### src/design/npgc_pkg.sv
`timescale 1ns / 1ps
// Shared types, constants and the arctangent table for the nearest point search.
// No dependencies; every other file of the block imports this package.
package npgc_pkg;

    localparam int LAT_W   = 30;
    localparam int LON_W   = 31;
    localparam int CLASS_W = 2;
    localparam int NUM_W   = 16;
    localparam int DIST_W  = 29;
    localparam int CFG_W   = 31;

    // Datapath width of the CORDIC lanes (Q30 values with headroom)
    localparam int CW = 36;

    // Number of angle lanes and their roles
    localparam int LANES = 4;
    localparam int LANE_DLAT = 0;
    localparam int LANE_DLON = 1;
    localparam int LANE_PLAT = 2;
    localparam int LANE_QLAT = 3;

    // Configuration register indexes
    localparam logic [0:0] REG_QUERY_LATITUDE  = 1'b0;
    localparam logic [0:0] REG_QUERY_LONGITUDE = 1'b1;

    localparam logic signed [32:0] DEG90_Q23  = 33'sd754974720;
    localparam logic signed [32:0] DEG180_Q23 = 33'sd1509949440;
    localparam logic [26:0]        DEG_TO_RAD_MUL = 27'd74961321;
    localparam logic signed [CW-1:0] CORDIC_GAIN_INV = 36'sd652032874;
    localparam logic [30:0]        ONE_Q30 = 31'd1073741824;
    localparam logic [63:0]        TWO_RADIUS = 64'd12742000;
    localparam logic [DIST_W-1:0]  DIST_MAX = {DIST_W{1'b1}};

    typedef struct packed {
        logic        neg;
        logic        flip;
        logic [29:0] mag;
    } t_red;

    typedef struct packed {
        logic [LANES-1:0][31:0] ang;
        logic [LANES-1:0]       flip;
        logic [CLASS_W-1:0]     point_class;
        logic [NUM_W-1:0]       point_number;
        logic                   final_point;
    } t_job;

    typedef enum logic [3:0] {
        BS_IDLE,
        BS_ROT,
        BS_MUL1,
        BS_MUL2,
        BS_SUM,
        BS_SQRT,
        BS_VEC,
        BS_DIST1,
        BS_DIST2,
        BS_UPDATE
    } t_back_state;

    // Arctangent of 2^-i in radians Q30, truncated
    function automatic logic signed [CW-1:0] arc_angle(input logic [4:0] i);
        logic [31:0] v;
        case (i)
            5'd0:  v = 32'h3243F6A8;
            5'd1:  v = 32'h1DAC6705;
            5'd2:  v = 32'h0FADBAFC;
            5'd3:  v = 32'h07F56EA6;
            5'd4:  v = 32'h03FEAB76;
            5'd5:  v = 32'h01FFD55B;
            5'd6:  v = 32'h00FFFAAA;
            5'd7:  v = 32'h007FFF55;
            5'd8:  v = 32'h003FFFEA;
            5'd9:  v = 32'h001FFFFD;
            5'd10: v = 32'h000FFFFF;
            5'd11: v = 32'h0007FFFF;
            5'd12: v = 32'h0003FFFF;
            5'd13: v = 32'h0001FFFF;
            5'd14: v = 32'h0000FFFF;
            5'd15: v = 32'h00007FFF;
            5'd16: v = 32'h00003FFF;
            5'd17: v = 32'h00001FFF;
            5'd18: v = 32'h00000FFF;
            5'd19: v = 32'h000007FF;
            5'd20: v = 32'h000003FF;
            5'd21: v = 32'h000001FF;
            5'd22: v = 32'h000000FF;
            5'd23: v = 32'h0000007F;
            5'd24: v = 32'h0000003F;
            5'd25: v = 32'h0000001F;
            5'd26: v = 32'h0000000F;
            5'd27: v = 32'h00000008;
            5'd28: v = 32'h00000004;
            5'd29: v = 32'h00000002;
            5'd30: v = 32'h00000001;
            default: v = 32'h00000000;
        endcase
        return $signed({4'b0000, v});
    endfunction

endpackage

### src/design/npgc_queue.sv
`timescale 1ns / 1ps
// Two-entry job queue between the front end and the distance engine.
// Depends on npgc_pkg for the job type.
module npgc_queue (
    input  logic            i_clk,
    input  logic            i_rst_n,
    input  npgc_pkg::t_job  i_push_job,
    input  logic            i_push,
    output logic            o_full,
    output npgc_pkg::t_job  o_pop_job,
    input  logic            i_pop,
    output logic            o_empty
);
    import npgc_pkg::*;

    t_job         r_mem [2];
    logic         r_wr_ptr, r_rd_ptr;
    logic [1:0]   r_count;

    assign o_full    = (r_count == 2'd2);
    assign o_empty   = (r_count == 2'd0);
    assign o_pop_job = r_mem[r_rd_ptr];

    // Advance pointers and track fill
    always_ff @(posedge i_clk) begin
        if (!i_rst_n) begin
            r_wr_ptr <= 1'b0;
            r_rd_ptr <= 1'b0;
            r_count  <= 2'd0;
        end else begin
            if (i_push) begin
                r_wr_ptr <= ~r_wr_ptr;
            end
            if (i_pop) begin
                r_rd_ptr <= ~r_rd_ptr;
            end
            r_count <= r_count + 2'(i_push) - 2'(i_pop);
        end
    end

    // Store the pushed word
    always_ff @(posedge i_clk) begin
        if (i_push) begin
            r_mem[r_wr_ptr] <= i_push_job;
        end
    end

endmodule

### config.mk
export PLATFORM = sky130hd
export DESIGN_NAME = npgc_queue
export DESIGN_NICKNAME = d
export VERILOG_FILES = /design/src/design/npgc_pkg.sv /design/src/design/npgc_queue.sv
export SDC_FILE = /design/constraint.sdc
export NUM_CORES = 1
export LEC_CHECK = 0
export BUFFER_PORTS_ARGS = -buffer_cell sky130_fd_sc_hd__buf_4
export CAP_MARGIN = 10
export CORE_ASPECT_RATIO = 0.75
export CORE_MARGIN = 2
export CORE_UTILIZATION = 52
export CTS_CLUSTER_DIAMETER = 80
export DETAILED_ROUTE_END_ITERATION = 10
export PLACE_DENSITY = 0.8
export SETUP_SLACK_MARGIN = 0.15
export SLEW_MARGIN = 25
export SYNTH_ARGS = -nofsm -noshare
export SYNTH_HDL_FRONTEND = slang
export SYNTH_SLANG_ARGS = --single-unit
### constraint.sdc
create_clock -name i_clk -period 9.3 [get_ports i_clk]
set_input_delay 0.465 -clock i_clk [delete_from_list [all_inputs] [get_ports i_clk]]
set_output_delay 0.465 -clock i_clk [all_outputs]
set_load 0.05 [all_outputs]
# [After elaboration in Yosys (flattened, before gate mapping)]
# Memories as Yosys holds them, arrays and structs flattened. A register that Yosys moved wholly into a read port is not among the register bits.
# Index checks and enable logic that the tools add are counted.
[classes] n_addsub=2 n_eq_ne=1 mux=4 bitwise=2 n_reduce_logical=1
[ops] op="1-bit two-way mux" n=4
[ops] op="2-bit by 1-bit adder with 2-bit output" n=1
[ops] op="2-bit == test, second input constant" n=1
[ops] op="2-bit zero test" n=1
[ops] op="1-bit inverter" n=2
[ops] op="2-bit by 1-bit subtractor with 2-bit output" n=1
[word_totals] ff_bits=4 ramBits=302 output_inout_bits=153 word_cells=14 n_memories=1
[mem_list] name="r_mem" words=2 width=151 rd=1 rd_clocked_by_memory_dff=1 write_ports=1 line="npgc_queue.sv:16" rtl="t_job r_mem [2];"

# [Longest topological paths before layout]
[logic_depth] word_depth=3 mapped_depth=6 mapped_depth_nobuf=6

# [Least setup slack after synthesis]
# Ideal clock, no wire load.
[synth_timing] path_kind="input-to-reg" start="in i_push" end="mem r_mem[0][0] in the netlist's numbering, enable pin" setup_ns=0.681 arrival_time_ns=7.027 t_required_ns=8.619 setup_slack_ns=1.592 stages=1 path_buffers=0 cell_sequence="nor2b_1"
[synth_via] elab_chain_len=2
[synth_rtl] item="start: declaration" line="npgc_queue.sv:8" rtl="input logic i_push,"
[synth_rtl] item="1-bit two-way mux" line="npgc_queue.sv:43" rtl="if (i_push) begin"
[synth_rtl] item="1-bit two-way mux (implied by the code)" line="npgc_queue.sv:44" rtl="r_mem[r_wr_ptr] <= i_push_job;"
[synth_rtl] item="end: declaration" line="npgc_queue.sv:16"
# Every way passes these cells.

==> metrics.md <==
| Metric | Value |
|---|---|
| DR vias | `5750` |
| Final worst path period need | `3.354 ns` |
| Power density cells | `224.4 nW/um^2` |
| Number of max-cap violations | `0` |
| Summed instance area of the synthesized netlist | `11490 sq um` |
| Die Wd | `175.6 um` |
| LEAKAGE | `5.804 nW` |
| Share of cells above drive strength 1 | `60.17%` |
| Setup TNS | `0 ns` |
| Cell repeated most along the worst path | `sky130_fd_sc_hd__buf_4` |
| Largest buffer count on any clock path | `3` |
| Arrival time of data at the critical path endpoint | `2.89 ns` |
| Clock slew seen by the registers of the worst setup and hold paths | `0.06 ns` |
| Top cell type's share of synthesized area | `78.95%` |
| Final weighted congestion in routability-driven placement | `0.7837` |
| Post-synthesis cell type count | `14` |
| Max Fclk | `0.2981 GHz` |
| Drt initial violations | `362` |
| Most area-consuming cells after synthesis | `sky130_fd_sc_hd__edfxtp_1 79%, sky130_fd_sc_hd__mux2_4 12%, sky130_fd_sc_hd__mux2_2 6.0%, sky130_fd_sc_hd__buf_6 1.1%, sky130_fd_sc_hd__dfxtp_1 0.87%` |
| Max Transition Viols Final | `0` |
| Flop and latch count out of synthesis | `307` |
| Path class of the lowest-slack min-delay path | `in2reg` |
| Worst clock skew | `0.01591 ns` |
| Cell type with the highest aggregate area in the netlist | `sky130_fd_sc_hd__edfxtp_1` |
| Maximum number of pins on one net before global-route repair | `80` |
| Detailed Routing Iterations Pass 1 | `4` |
| Synth Instances | `491` |
| Starting utilization of the core area | `52.51%` |
| Number of top-level design ports | `308` |
| Final HPWL from detailed placement | `14940 um` |
| Slew margin rel. | `32.46%` |
| Remaining global-route overflow | `0` |
| Cell area after placement | `14060 sq um` |
| Worst setup SP type | `register` |
| Die ar. | `23310 sq um` |
| Via count of the first global-routing pass | `6029` |
| CTS Buf Count | `29` |
| Antenna Cells | `0` |
| Total DRC errors in the routed layout | `0` |
| Delay of the slowest cell on the worst path | `0.88 ns` |
| Clock sink total | `307` |
| Total Power Consumption | `3.366 mW` |
| Site row count | `47` |
| Slowest cell on the critical path | `sky130_fd_sc_hd__buf_4` |
| Buffers inserted during post-CTS setup optimization | `0` |
| Count of input and output buffers | `307` |
| Element type at the critical path end | `output port` |
| Number of cells after detailed placement | `1080` |
| Maximum vdd ir drop | `0.1589 mV` |
| Number of standard cells in the final layout excluding fillers | `1135` |
| Sequential cell area fraction in the yosys report | `79.83%` |
| Fill cell total of the finished layout | `1395` |
| Clock network latency to the later pin of the worst-skew pair | `0.53 ns` |
| Vias/cell | `5.066` |
| Count of nets left with antenna violations after detail routing | `0` |
| Result of the run | `complete, no violations` |
| Die Span Y | `132.7 um` |
| Wire length of the first global-routing pass | `32570 um` |
| Setup repair after global routing missed its margin | `false` |
| Area of all sequential standard cells | `9173 sq um` |
| TritonCTS clock tree | `yes` |
| CTS Hold Bufs | `0` |
| Cell chain of the critical path | `buf_4 -> mux2_2 -> buf_4` |
| Core Region | `21880 sq um` |
| Routed WL per cell | `19.47 um` |
| Top fanout value on the critical path | `55` |
| Final setup violation count | `0` |
| Resize count post-CTS | `0` |
| Crit share post-route | `36.06%` |
| Global router's overall resource usage | `18.14%` |
| Number of antenna violations at the first check in global routing | `0` |
| Multi-input gate area | `2166 sq um` |
| Mapped Avg Cell Area | `23.39 sq um` |
| Post-Synthesis Net Count | `648` |
| Worst Max-Slew Pin Slew | `1.013 ns` |
| Required time at the worst-slack endpoint | `8.84 ns` |
| Yosys warns | `0` |
| Final count of hold timing violations | `0` |
| Number of H-tree levels | `1` |
| Non-Filler Cell Area, Final | `15000 sq um` |
| Category of the critical setup timing path | `reg2out` |
| Detailed-route wire length | `22090 um` |
| Area added between synthesis and finish | `30.62%` |
| # nets final | `975` |
| Clk Tree Root Cell | `sky130_fd_sc_hd__clkbuf_16` |
==> cells in the mapped netlist <==
cell / instances
sky130_fd_sc_hd__dfxtp_1: 5
sky130_fd_sc_hd__o21a_1: 1
sky130_fd_sc_hd__nor2_1: 1
sky130_fd_sc_hd__nor2b_1: 4
sky130_fd_sc_hd__mux2_2: 61
sky130_fd_sc_hd__xnor3_1: 1
sky130_fd_sc_hd__buf_6: 11
sky130_fd_sc_hd__ha_1: 2
sky130_fd_sc_hd__inv_1: 2
sky130_fd_sc_hd__edfxtp_1: 302
sky130_fd_sc_hd__buf_2: 6
sky130_fd_sc_hd__xor2_1: 1
sky130_fd_sc_hd__and2_1: 4
sky130_fd_sc_hd__mux2_4: 90
==> where the power goes <==
group | switching (mW) | internal, mW | total, mW
Sequential | 0.0265 | 1.60 | 1.63
Clock | 0.468 | 0.657 | 1.13
Combinational | 0.382 | 0.231 | 0.613
Total | 0.876 | 2.49 | 3.37
==> cells in the final DEF (no fill, tap or decap), types with 2 or more instances in the layout <==
| cell type | synthesis | routed |
|---|---|---|
| sky130_fd_sc_hd__mux2_2 | 61 | 61 |
| sky130_fd_sc_hd__mux2_4 | 90 | 90 |
| sky130_fd_sc_hd__clkinv_2 | 0 | 4 |
| sky130_fd_sc_hd__clkinvlp_4 | 0 | 2 |
| sky130_fd_sc_hd__edfxtp_1 | 302 | 302 |
| sky130_fd_sc_hd__nor2b_1 | 4 | 3 |
| sky130_fd_sc_hd__clkbuf_1 | 0 | 9 |
| sky130_fd_sc_hd__bufinv_16 | 0 | 3 |
| sky130_fd_sc_hd__clkinv_1 | 0 | 6 |
| sky130_fd_sc_hd__buf_4 | 0 | 311 |
| sky130_fd_sc_hd__clkbuf_16 | 0 | 29 |
| sky130_fd_sc_hd__ha_1 | 2 | 2 |
| sky130_fd_sc_hd__and2_1 | 4 | 3 |
| sky130_fd_sc_hd__inv_1 | 2 | 2 |
| sky130_fd_sc_hd__dfxtp_1 | 5 | 4 |
==> per-layer routing <==
metal	up-vias	global-route usage [%]	part of all wire, %
li1	2612	-	-
met1	2828	22.40	40
met2	273	30.84	48
met3	37	6.494	9.7
met4	0	4.316	2.1
met5	-	0	0
==> worst max-delay path, delay by kind of cell (launching register included) <==
kind	cells	cell delay [ns]
multiplexers	1	0.42
buffers and inverters	2	1.07
flip-flops	1	0.79
==> area by class of cell <==
cell class | instances | area share, %
inverters | 2 | 0.05004
well taps | 294 | 2.452
multi-input cells | 165 | 14.44
repair buffers | 313 | 15.82
clock inverters | 16 | 1.042
clock buffers | 38 | 5.062
flip-flops and latches | 307 | 61.14
==> cell families after synthesis <==
logic type      Yosys count  share of synthesized area, %
xor+xnor                  2                        0.2723
compound gates            1                       0.06538
mux                     151                         17.75
buf+inv                  19                         1.405
flops                   307                         79.83
fa+ha+maj                 2                        0.2178
simple gates              9                        0.4683
==> stage by stage <==
stage	setup WS [ns]	hold slack, ns	utilization [%]
after CTS	5.905	0.08750	68.44
after global routing	5.795	0.07931	68.58
final	5.946	0.1100	68.58
after global placement	6.508	0.5601	64.25
after floorplan	1.592	0.5546	-
after detailed placement	6.420	0.5702	64.25
==> path summary, 6_finish.rpt <==
kind / startpoint / endpoint / slack, ns / depth (start not counted)
max: register / o_pop_job[150] / 5.95 / 3
min: i_push_job[34] / r_mem[0][34] / 0.11 / 1
max reg2reg: r_wr_ptr / r_mem[0][100] / 6.92 / 3
min reg2reg: r_rd_ptr / register / 0.57 / 2
==> registers in the layout, indices dropped and copies added (netlist names), named ones only <==
register and cells:
r_count 2, r_mem 302, r_rd_ptr 1, r_wr_ptr 1
(Power assumes the default switching activity.)
