[config.mk]
export PLATFORM = sky130hd
export DESIGN_NAME = npgc_front_flat
export DESIGN_NICKNAME = d
export VERILOG_FILES = /design/src/design/npgc_pkg.sv /design/src/design/npgc_point_if.sv /design/src/design/npgc_front.sv /design/src/flat_wrapper.sv
export SDC_FILE = /design/constraint.sdc
export NUM_CORES = 2
export LEC_CHECK = 0
export BUFFER_PORTS_ARGS = -buffer_cell sky130_fd_sc_hd__buf_2
export CORE_MARGIN = 5
export CORE_UTILIZATION = 25
export CTS_CLUSTER_DIAMETER = 200
export DETAILED_ROUTE_END_ITERATION = 8
export PLACE_DENSITY = 0.42
export SKIP_LAST_GASP = 1
export SYNTH_ARGS = -nofsm -noshare
export SYNTH_HDL_FRONTEND = slang
export SYNTH_SLANG_ARGS = --single-unit
[constraint.sdc]
create_clock -name i_clk -period 10.6 [get_ports i_clk]
set_clock_uncertainty 0.1 [all_clocks]
set_input_delay 0 -clock i_clk [delete_from_list [all_inputs] [get_ports i_clk]]
set_output_delay 0 -clock i_clk [all_outputs]
set_load 0.05 [all_outputs]
[src/design/npgc_pkg.sv]
`timescale 1ns / 1ps
// Shared types, constants and the arctangent table for the nearest point search.
// No dependencies; every other file of the block imports this package.
package npgc_pkg;

    localparam int LAT_W   = 30;
    localparam int LON_W   = 31;
    localparam int CLASS_W = 2;
    localparam int NUM_W   = 16;
    localparam int DIST_W  = 29;
    localparam int CFG_W   = 31;

    // Datapath width of the CORDIC lanes (Q30 values with headroom)
    localparam int CW = 36;

    // Number of angle lanes and their roles
    localparam int LANES = 4;
    localparam int LANE_DLAT = 0;
    localparam int LANE_DLON = 1;
    localparam int LANE_PLAT = 2;
    localparam int LANE_QLAT = 3;

    // Configuration register indexes
    localparam logic [0:0] REG_QUERY_LATITUDE  = 1'b0;
    localparam logic [0:0] REG_QUERY_LONGITUDE = 1'b1;

    localparam logic signed [32:0] DEG90_Q23  = 33'sd754974720;
    localparam logic signed [32:0] DEG180_Q23 = 33'sd1509949440;
    localparam logic [26:0]        DEG_TO_RAD_MUL = 27'd74961321;
    localparam logic signed [CW-1:0] CORDIC_GAIN_INV = 36'sd652032874;
    localparam logic [30:0]        ONE_Q30 = 31'd1073741824;
    localparam logic [63:0]        TWO_RADIUS = 64'd12742000;
    localparam logic [DIST_W-1:0]  DIST_MAX = {DIST_W{1'b1}};

    typedef struct packed {
        logic        neg;
        logic        flip;
        logic [29:0] mag;
    } t_red;

    typedef struct packed {
        logic [LANES-1:0][31:0] ang;
        logic [LANES-1:0]       flip;
        logic [CLASS_W-1:0]     point_class;
        logic [NUM_W-1:0]       point_number;
        logic                   final_point;
    } t_job;

    typedef enum logic [3:0] {
        BS_IDLE,
        BS_ROT,
        BS_MUL1,
        BS_MUL2,
        BS_SUM,
        BS_SQRT,
        BS_VEC,
        BS_DIST1,
        BS_DIST2,
        BS_UPDATE
    } t_back_state;

    // Arctangent of 2^-i in radians Q30, truncated
    function automatic logic signed [CW-1:0] arc_angle(input logic [4:0] i);
        logic [31:0] v;
        case (i)
            5'd0:  v = 32'h3243F6A8;
            5'd1:  v = 32'h1DAC6705;
            5'd2:  v = 32'h0FADBAFC;
            5'd3:  v = 32'h07F56EA6;
            5'd4:  v = 32'h03FEAB76;
            5'd5:  v = 32'h01FFD55B;
            5'd6:  v = 32'h00FFFAAA;
            5'd7:  v = 32'h007FFF55;
            5'd8:  v = 32'h003FFFEA;
            5'd9:  v = 32'h001FFFFD;
            5'd10: v = 32'h000FFFFF;
            5'd11: v = 32'h0007FFFF;
            5'd12: v = 32'h0003FFFF;
            5'd13: v = 32'h0001FFFF;
            5'd14: v = 32'h0000FFFF;
            5'd15: v = 32'h00007FFF;
            5'd16: v = 32'h00003FFF;
            5'd17: v = 32'h00001FFF;
            5'd18: v = 32'h00000FFF;
            5'd19: v = 32'h000007FF;
            5'd20: v = 32'h000003FF;
            5'd21: v = 32'h000001FF;
            5'd22: v = 32'h000000FF;
            5'd23: v = 32'h0000007F;
            5'd24: v = 32'h0000003F;
            5'd25: v = 32'h0000001F;
            5'd26: v = 32'h0000000F;
            5'd27: v = 32'h00000008;
            5'd28: v = 32'h00000004;
            5'd29: v = 32'h00000002;
            5'd30: v = 32'h00000001;
            default: v = 32'h00000000;
        endcase
        return $signed({4'b0000, v});
    endfunction

endpackage

[src/design/npgc_point_if.sv]
`timescale 1ns / 1ps
// Candidate word channel: valid/ready handshake with the candidate fields.
// Depends on npgc_pkg for field widths.
interface npgc_point_if;
    import npgc_pkg::*;

    logic                      valid;
    logic                      ready;
    logic signed [LAT_W-1:0]   point_latitude;
    logic signed [LON_W-1:0]   point_longitude;
    logic [CLASS_W-1:0]        point_class;
    logic [NUM_W-1:0]          point_number;
    logic                      final_point;

    modport source (
        output valid, point_latitude, point_longitude, point_class, point_number,
               final_point,
        input  ready
    );
    modport sink (
        input  valid, point_latitude, point_longitude, point_class, point_number,
               final_point,
        output ready
    );
endinterface

[src/design/npgc_front.sv]
`timescale 1ns / 1ps
// Front end: accepts candidate words, reduces the four angles and converts them
// to radians Q30. Depends on npgc_pkg and npgc_point_if.
module npgc_front (
    input  logic                            i_clk,
    input  logic                            i_rst_n,
    input  logic signed [29:0]              i_query_latitude,
    input  logic signed [30:0]              i_query_longitude,
    npgc_point_if.sink                      i_point,
    output npgc_pkg::t_job                  o_job,
    output logic                            o_job_valid,
    input  logic                            i_job_ready
);
    import npgc_pkg::*;

    // Fold an angle into [-90, 90] degrees, flipping sine and cosine
    function automatic t_red reduce(input logic signed [32:0] d);
        t_red             r;
        logic signed [32:0] d2;
        d2 = d;
        r.flip = 1'b0;
        if (d > DEG90_Q23) begin
            d2 = d - DEG180_Q23;
            r.flip = 1'b1;
        end else if (d < -DEG90_Q23) begin
            d2 = d + DEG180_Q23;
            r.flip = 1'b1;
        end
        r.neg = d2[32];
        r.mag = r.neg ? 30'(-d2) : 30'(d2);
        return r;
    endfunction

    logic                   r_s1_valid, n_s1_valid;
    logic                   r_s2_valid, n_s2_valid;
    t_red                   r_s1_red [LANES];
    logic [CLASS_W-1:0]     r_s1_class;
    logic [NUM_W-1:0]       r_s1_number;
    logic                   r_s1_final;
    t_job                   r_s2_job;

    logic                   w_s1_adv, w_s2_adv;
    logic signed [32:0]     w_d [LANES];
    logic [56:0]            w_prod [LANES];

    // Stage advance: a stage moves when the one after it has room
    assign w_s2_adv      = !r_s2_valid || i_job_ready;
    assign w_s1_adv      = !r_s1_valid || w_s2_adv;
    assign i_point.ready = w_s1_adv;
    assign o_job_valid   = r_s2_valid;
    assign o_job         = r_s2_job;

    // Angle differences in degrees * 2^23
    assign w_d[LANE_DLAT] = 33'(i_query_latitude) - 33'(i_point.point_latitude);
    assign w_d[LANE_DLON] = 33'(i_query_longitude) - 33'(i_point.point_longitude);
    assign w_d[LANE_PLAT] = 33'(i_point.point_latitude) <<< 1;
    assign w_d[LANE_QLAT] = 33'(i_query_latitude) <<< 1;

    always_comb begin
        for (int k = 0; k < LANES; k++) begin
            w_prod[k] = 57'(r_s1_red[k].mag) * 57'(DEG_TO_RAD_MUL);
        end
    end

    always_comb begin
        n_s1_valid = r_s1_valid;
        n_s2_valid = r_s2_valid;
        if (w_s2_adv) begin
            n_s2_valid = r_s1_valid;
        end
        if (w_s1_adv) begin
            n_s1_valid = i_point.valid;
        end
    end

    always_ff @(posedge i_clk) begin
        if (!i_rst_n) begin
            r_s1_valid <= 1'b0;
            r_s2_valid <= 1'b0;
        end else begin
            r_s1_valid <= n_s1_valid;
            r_s2_valid <= n_s2_valid;
        end
    end

    // Stage one: reduce angles and hold the tags
    always_ff @(posedge i_clk) begin
        if (w_s1_adv && i_point.valid) begin
            for (int k = 0; k < LANES; k++) begin
                r_s1_red[k] <= reduce(w_d[k]);
            end
            r_s1_class  <= i_point.point_class;
            r_s1_number <= i_point.point_number;
            r_s1_final  <= i_point.final_point;
        end
    end

    // Stage two: scale to radians Q30 and apply the sign
    always_ff @(posedge i_clk) begin
        if (w_s2_adv && r_s1_valid) begin
            for (int k = 0; k < LANES; k++) begin
                r_s2_job.ang[k]  <= r_s1_red[k].neg ? -w_prod[k][56:25] : w_prod[k][56:25];
                r_s2_job.flip[k] <= r_s1_red[k].flip;
            end
            r_s2_job.point_class  <= r_s1_class;
            r_s2_job.point_number <= r_s1_number;
            r_s2_job.final_point  <= r_s1_final;
        end
    end

endmodule

[src/flat_wrapper.sv]
// flat-port wrapper written by rule: the top's interface ports become plain ports
module npgc_front_flat import npgc_pkg::*;
  (i_clk, i_rst_n, i_query_latitude, i_query_longitude, o_job, o_job_valid, i_job_ready, i_point_valid, i_point_point_latitude, i_point_point_longitude, i_point_point_class, i_point_point_number, i_point_final_point, i_point_ready);
  npgc_point_if i_point_i ();
  input  logic i_clk;
  input  logic i_rst_n;
  input  logic signed [29:0] i_query_latitude;
  input  logic signed [30:0] i_query_longitude;
  output npgc_pkg::t_job o_job;
  output logic o_job_valid;
  input  logic i_job_ready;
  input wire logic [$bits(i_point_i.valid)-1:0] i_point_valid;
  input wire logic [$bits(i_point_i.point_latitude)-1:0] i_point_point_latitude;
  input wire logic [$bits(i_point_i.point_longitude)-1:0] i_point_point_longitude;
  input wire logic [$bits(i_point_i.point_class)-1:0] i_point_point_class;
  input wire logic [$bits(i_point_i.point_number)-1:0] i_point_point_number;
  input wire logic [$bits(i_point_i.final_point)-1:0] i_point_final_point;
  output wire logic [$bits(i_point_i.ready)-1:0] i_point_ready;
  assign i_point_i.valid = i_point_valid;
  assign i_point_i.point_latitude = i_point_point_latitude;
  assign i_point_i.point_longitude = i_point_point_longitude;
  assign i_point_i.point_class = i_point_point_class;
  assign i_point_i.point_number = i_point_point_number;
  assign i_point_i.final_point = i_point_final_point;
  assign i_point_ready = i_point_i.ready;
  npgc_front u_core (.i_clk(i_clk), .i_rst_n(i_rst_n), .i_query_latitude(i_query_latitude), .i_query_longitude(i_query_longitude), .i_point(i_point_i), .o_job(o_job), .o_job_valid(o_job_valid), .i_job_ready(i_job_ready));
endmodule
After elaboration in Yosys (flattened, before gate mapping):

Memories as Yosys holds them, arrays and structs flattened.
Cells that the tools add are included.
Widths: inputs -> output; s select.

* flip-flop bits (word level): 172
* RAM bits: 128
* input port bits: 145
* memories: 1

* add/sub/neg operators: 18
* multiply operators: 4
* order comparisons: 8
* muxes and demuxes: 34
* reduce and logical (&&, ||, !) cells: 6

Memory list
* u_core.r_s1_red: depth 4, bits a word 32, rd ports 4, clocked after Yosys merged registers in 0, write ports 4, line npgc_front.sv:36 `t_red r_s1_red [LANES];`

Operators by type and width (count)
* $mux 33: 12
* $mul 30x27->57 const B: 4
* $mux 32: 4
* $neg 32->32: 4
* $mux 30: 4
* $neg 30->30: 4
* $add 31x32->33 const B: 2
* $add 33x32->33 const B: 2
* $gt 33x31->1 const B: 2
* $lt 33x31->1 const B: 2
* $sub 31x32->33 const B: 2
* $sub 33x32->33 const B: 2
* $gt 31x31->1 const B: 2
* $lt 31x31->1 const B: 2
* $sub 31x31->32: 1
* $sub 30x30->31: 1
* $mux 1: 14
* $logic_and 1x1->1: 2
* $logic_not 1->1: 2
* $logic_or 1x1->1: 2

Depth between registers and ports, before layout:

* depth in word-level cells: 7
* depth in mapped cells: 30
* depth with buffers taken out: 29

Worst setup path before layout:

OpenSTA, ideal clock, no wires.

* path type: register to register
* start: register u_core.r_s2_valid, in the netlist u_core.o_job_valid
* end: register u_core.r_s2_job, in the netlist u_core.o_job[0], enable pin
* setup time: 0.682 ns
* data arrival time: 7.388 ns
* required time: 9.818 ns
* path slack: 2.431 ns
* cell stages (with the launch flop): 3
* path buffers: 0
* period minus slack after synthesis: 8.169 ns
* path through: dfxtp_1 > nor2b_1 > nor2b_1

* word-level cells in the longest chain between the ends: 3

Ends and longest elaborated chain
* start: declaration: line npgc_front.sv:35 `logic r_s2_valid, n_s2_valid;`
* start signal: assignment: line npgc_front.sv:82 `r_s2_valid <= n_s2_valid;`
* $logic_not 1->1: line npgc_front.sv:47 `assign w_s2_adv = !r_s2_valid || i_job_ready;`
* $logic_or 1x1->1: line npgc_front.sv:47
* $logic_and 1x1->1: line npgc_front.sv:100 `if (w_s2_adv && r_s1_valid) begin`
* end: declaration: line npgc_front.sv:40 `t_job r_s2_job;`

Every way passes these cells.
A chain may end at the register's enable or synchronous reset.

==> results_dict.tcl <==
set metrics [dict create \
    grtUsageMet3_pct 1.923 \
    die_w_um 566.9 \
    ys_types 110 \
    drive_gt1_share_pct 5.406 \
    multi_input_area_um2 59550 \
    route.detailed.drc 0 \
    nFillCells 33010 \
    grt_overflow 0 \
    dp.cells 12310 \
    drv_cap 0 \
    clock_sinks 298 \
    grtUsageMet1_pct 21.04 \
    drt_iter0_markers 3000 \
    routed_wl_mm 246.3 \
    async_reset_ff_share_pct 0 \
    final_cells 12590 \
    grt_pass1_wl_mm 380.0 \
    grt_pass1_vias 60430 \
    synth_warnings 0 \
    end_kind "register" \
    syn-cell-area_um2 77530 \
    min_path_cells 4 \
    endpoint "u_core.o_job[149]" \
    cp.required_ns 10.94 \
    via_count 55150 \
    start_util_pct 25.10 \
    synth_edf_count 296 \
    place.gp.congestion 0.9164 \
    wl_per_cell_um 19.56 \
    ys_ff_latch 298 \
    syn_nets 10750 \
    cts_resized 0 \
    ys_seq_area_share_pct 11.52 \
    worst_pin_slew_ns 1.041 \
    met2_usage_pct 26.09 \
    r2r_cells 25 \
    fmax_mhz 109.5 \
    r2r_start "u_core.r_s1_red[3][10]" \
    numCtsBuffers 45 \
    status "complete, no violations" \
    rsz0062_at_grt "false" \
    cts_tree "done" \
    tns_ns 0 \
    ys.flop_type "edfxtp_1" \
    dp_hpwl_mm 217.9 \
    htree_levels 2 \
    finalHoldViolCount 0 \
    grt.busiest_layer "met2" \
    regToRegSetupSlack_ns 1.47 \
    post_cts_buffers 0 \
    fin_crit_ns 9.132 \
    register_area_um2 8929 \
    hold_path.class "in2reg" \
    cts_buffer_depth 3 \
    die_area_um2 321400 \
    avgSynthCellArea_um2 9.704 \
    arrival_ns 9.47 \
    ios 298 \
    viasPerCell 4.381 \
    startpoint_type "register" \
    syn_to_final_growth_pct 12.51 \
    ant_nets 0 \
    die_h_um 566.9 \
    path_clk_slew_ns 0.07 \
    io_buffers 297 \
    grt_max_degree 67 \
    critical_path_class "reg2reg" \
    final_core_util_pct 28.25 \
    relSlewSlack_pct 30.62 \
    first_pass_iters 6 \
    critPathMaxFanout 10 \
    core-area_um2 308800 \
    crit_start "u_core.r_s1_red[3][10]" \
    grtUsageTotal_pct 15.36 \
    clock_latency_ns 0.70 \
    finalSetupViolCount 0 \
    layout.nets 11180 \
    rows 204 \
    cts-root-buf "clkbuf_16" \
    antenna_found_initial 23 \
    slew_violations 0 \
    final.period_utilization_pct 86.15 \
    r2r_end "u_core.o_job[149]" \
    synthCells 7990 \
]
[cell type report]
class	instances	share of cell area (%)
flip-flops and latches	298	10.24
inverters	2308	9.931
well taps	4120	5.909
multi-input cells	5281	68.26
clock inverters	32	0.4719
repair buffers	486	3.844
clock buffers	49	1.308
diodes	13	0.03729
[synth_stat cells, types with 40 or more instances]
cell,count,area share [%]
nand2b_1,46,0.37
a31oi_1,40,0.32
xor2_1,169,1.9
a21oi_1,310,2.0
clkbuf_1,87,0.42
edfxtp_1,296,11
ha_1,1320,21
a21o_1,207,2.0
and3_1,41,0.33
nand4_1,54,0.44
o31ai_1,68,0.66
inv_1,2307,11
o21ai_0,224,1.4
nor2_1,207,1.0
xnor2_1,288,3.3
nand2_1,294,1.4
nor3_1,69,0.45
nand3_1,86,0.56
fa_1,1290,33
[logic make-up (layout without fill, tap and decap cells)]
group | Yosys count | in the layout | share of synthesized area [%]
compound gates | 1175 | 1175 | 10.05
xor+xnor | 458 | 458 | 5.183
fa+ha+maj | 2610 | 2610 | 54.61
buf+inv | 2411 | 2875 | 11.69
flops | 298 | 298 | 11.52
mux | 15 | 15 | 0.1985
other cells | 0 | 13 | 0
simple gates | 1023 | 1023 | 6.747
[worst min-delay path by stage]
| stage | start | end |
|---|---|---|
| floorplan | i_point_point_class[0] | u_core.r_s1_class[0] |
| global placement | i_point_point_number[11] | u_core.r_s1_number[11] |
| detailed placement | i_point_point_number[10] | u_core.r_s1_number[10] |
| CTS | i_query_longitude[15] | u_core.r_s1_red[1][15] |
| global route | i_point_point_latitude[0] | u_core.r_s1_red[2][1] |
| finish | i_query_longitude[23] | u_core.r_s1_red[1][23] |
[cells in the final DEF, fill, tap and decap left out, types with 45 or more instances in the layout]
| cell type | instances |
|---|---|
| inv_1 | 2307 |
| ha_1 | 1320 |
| fa_1 | 1290 |
| a21oi_1 | 310 |
| buf_2 | 297 |
| edfxtp_1 | 296 |
| nand2_1 | 294 |
| xnor2_1 | 288 |
| o21ai_0 | 224 |
| a21o_1 | 207 |
| nor2_1 | 207 |
| dlygate4sd3_1 | 179 |
| xor2_1 | 169 |
| nand3_1 | 86 |
| nor3_1 | 69 |
| o31ai_1 | 68 |
| nand4_1 | 54 |
| nand2b_1 | 46 |
| clkbuf_16 | 45 |
[registers in the layout, summed over array words and instances, names as in the netlist]
| name | cells |
|---|---|
| u_core.o_job_valid | 1 |
| u_core.r_s1_class | 2 |
| u_core.r_s1_number | 16 |
| u_core.r_s1_final | 1 |
| u_core.r_s1_red | 126 |
| u_core.r_s1_valid | 1 |
| u_core.o_job | 151 |
[layer usage]
metal | share of wire, % | routed length, µm
met1 | 47 | 115500
met2 | 47 | 116600
met3 | 3.7 | 9097
met4 | 2.0 | 5031
met5 | 0.017 | 41
[timing repair]
action                                 CTS  global route
endpoints found under the hold margin  131             0
setup endpoints to repair                0             0
hold buffers                           179             0
[stage by stage]
stage / area [µm²] / hold slack, ns / worst slack [ns]
floorplan: 77530 / -0.001131 / 2.431
global placement: 83860 / 0.07652 / 1.356
detailed placement: 83860 / 0.07811 / 1.309
CTS: 87200 / 0.008686 / 1.293
global route: 87220 / 0.06561 / 0.8791
finish: 87230 / 0.08103 / 1.468
[critical path, cell delays in order, from the launching register on]
cell,delay (ns)
edfxtp_1,0.67
inv_1,0.19
fa_1,0.54
fa_1,0.56
inv_1,0.05
fa_1,0.51
fa_1,0.45
fa_1,0.57
fa_1,0.57
inv_1,0.06
fa_1,0.53
inv_1,0.04
ha_1,0.40
inv_1,0.12
or3_1,0.38
inv_1,0.10
o211ai_1,0.14
a211oi_1,0.46
nor2_1,0.19
xnor2_1,0.21
nor4b_2,0.54
or4b_1,0.58
nor3_4,0.30
nand2_1,0.14
o41ai_2,0.38
xnor2_1,0.10
Power is not shown: default switching activity piles up to over one toggle a cycle in this logic, so the estimate is an artifact.
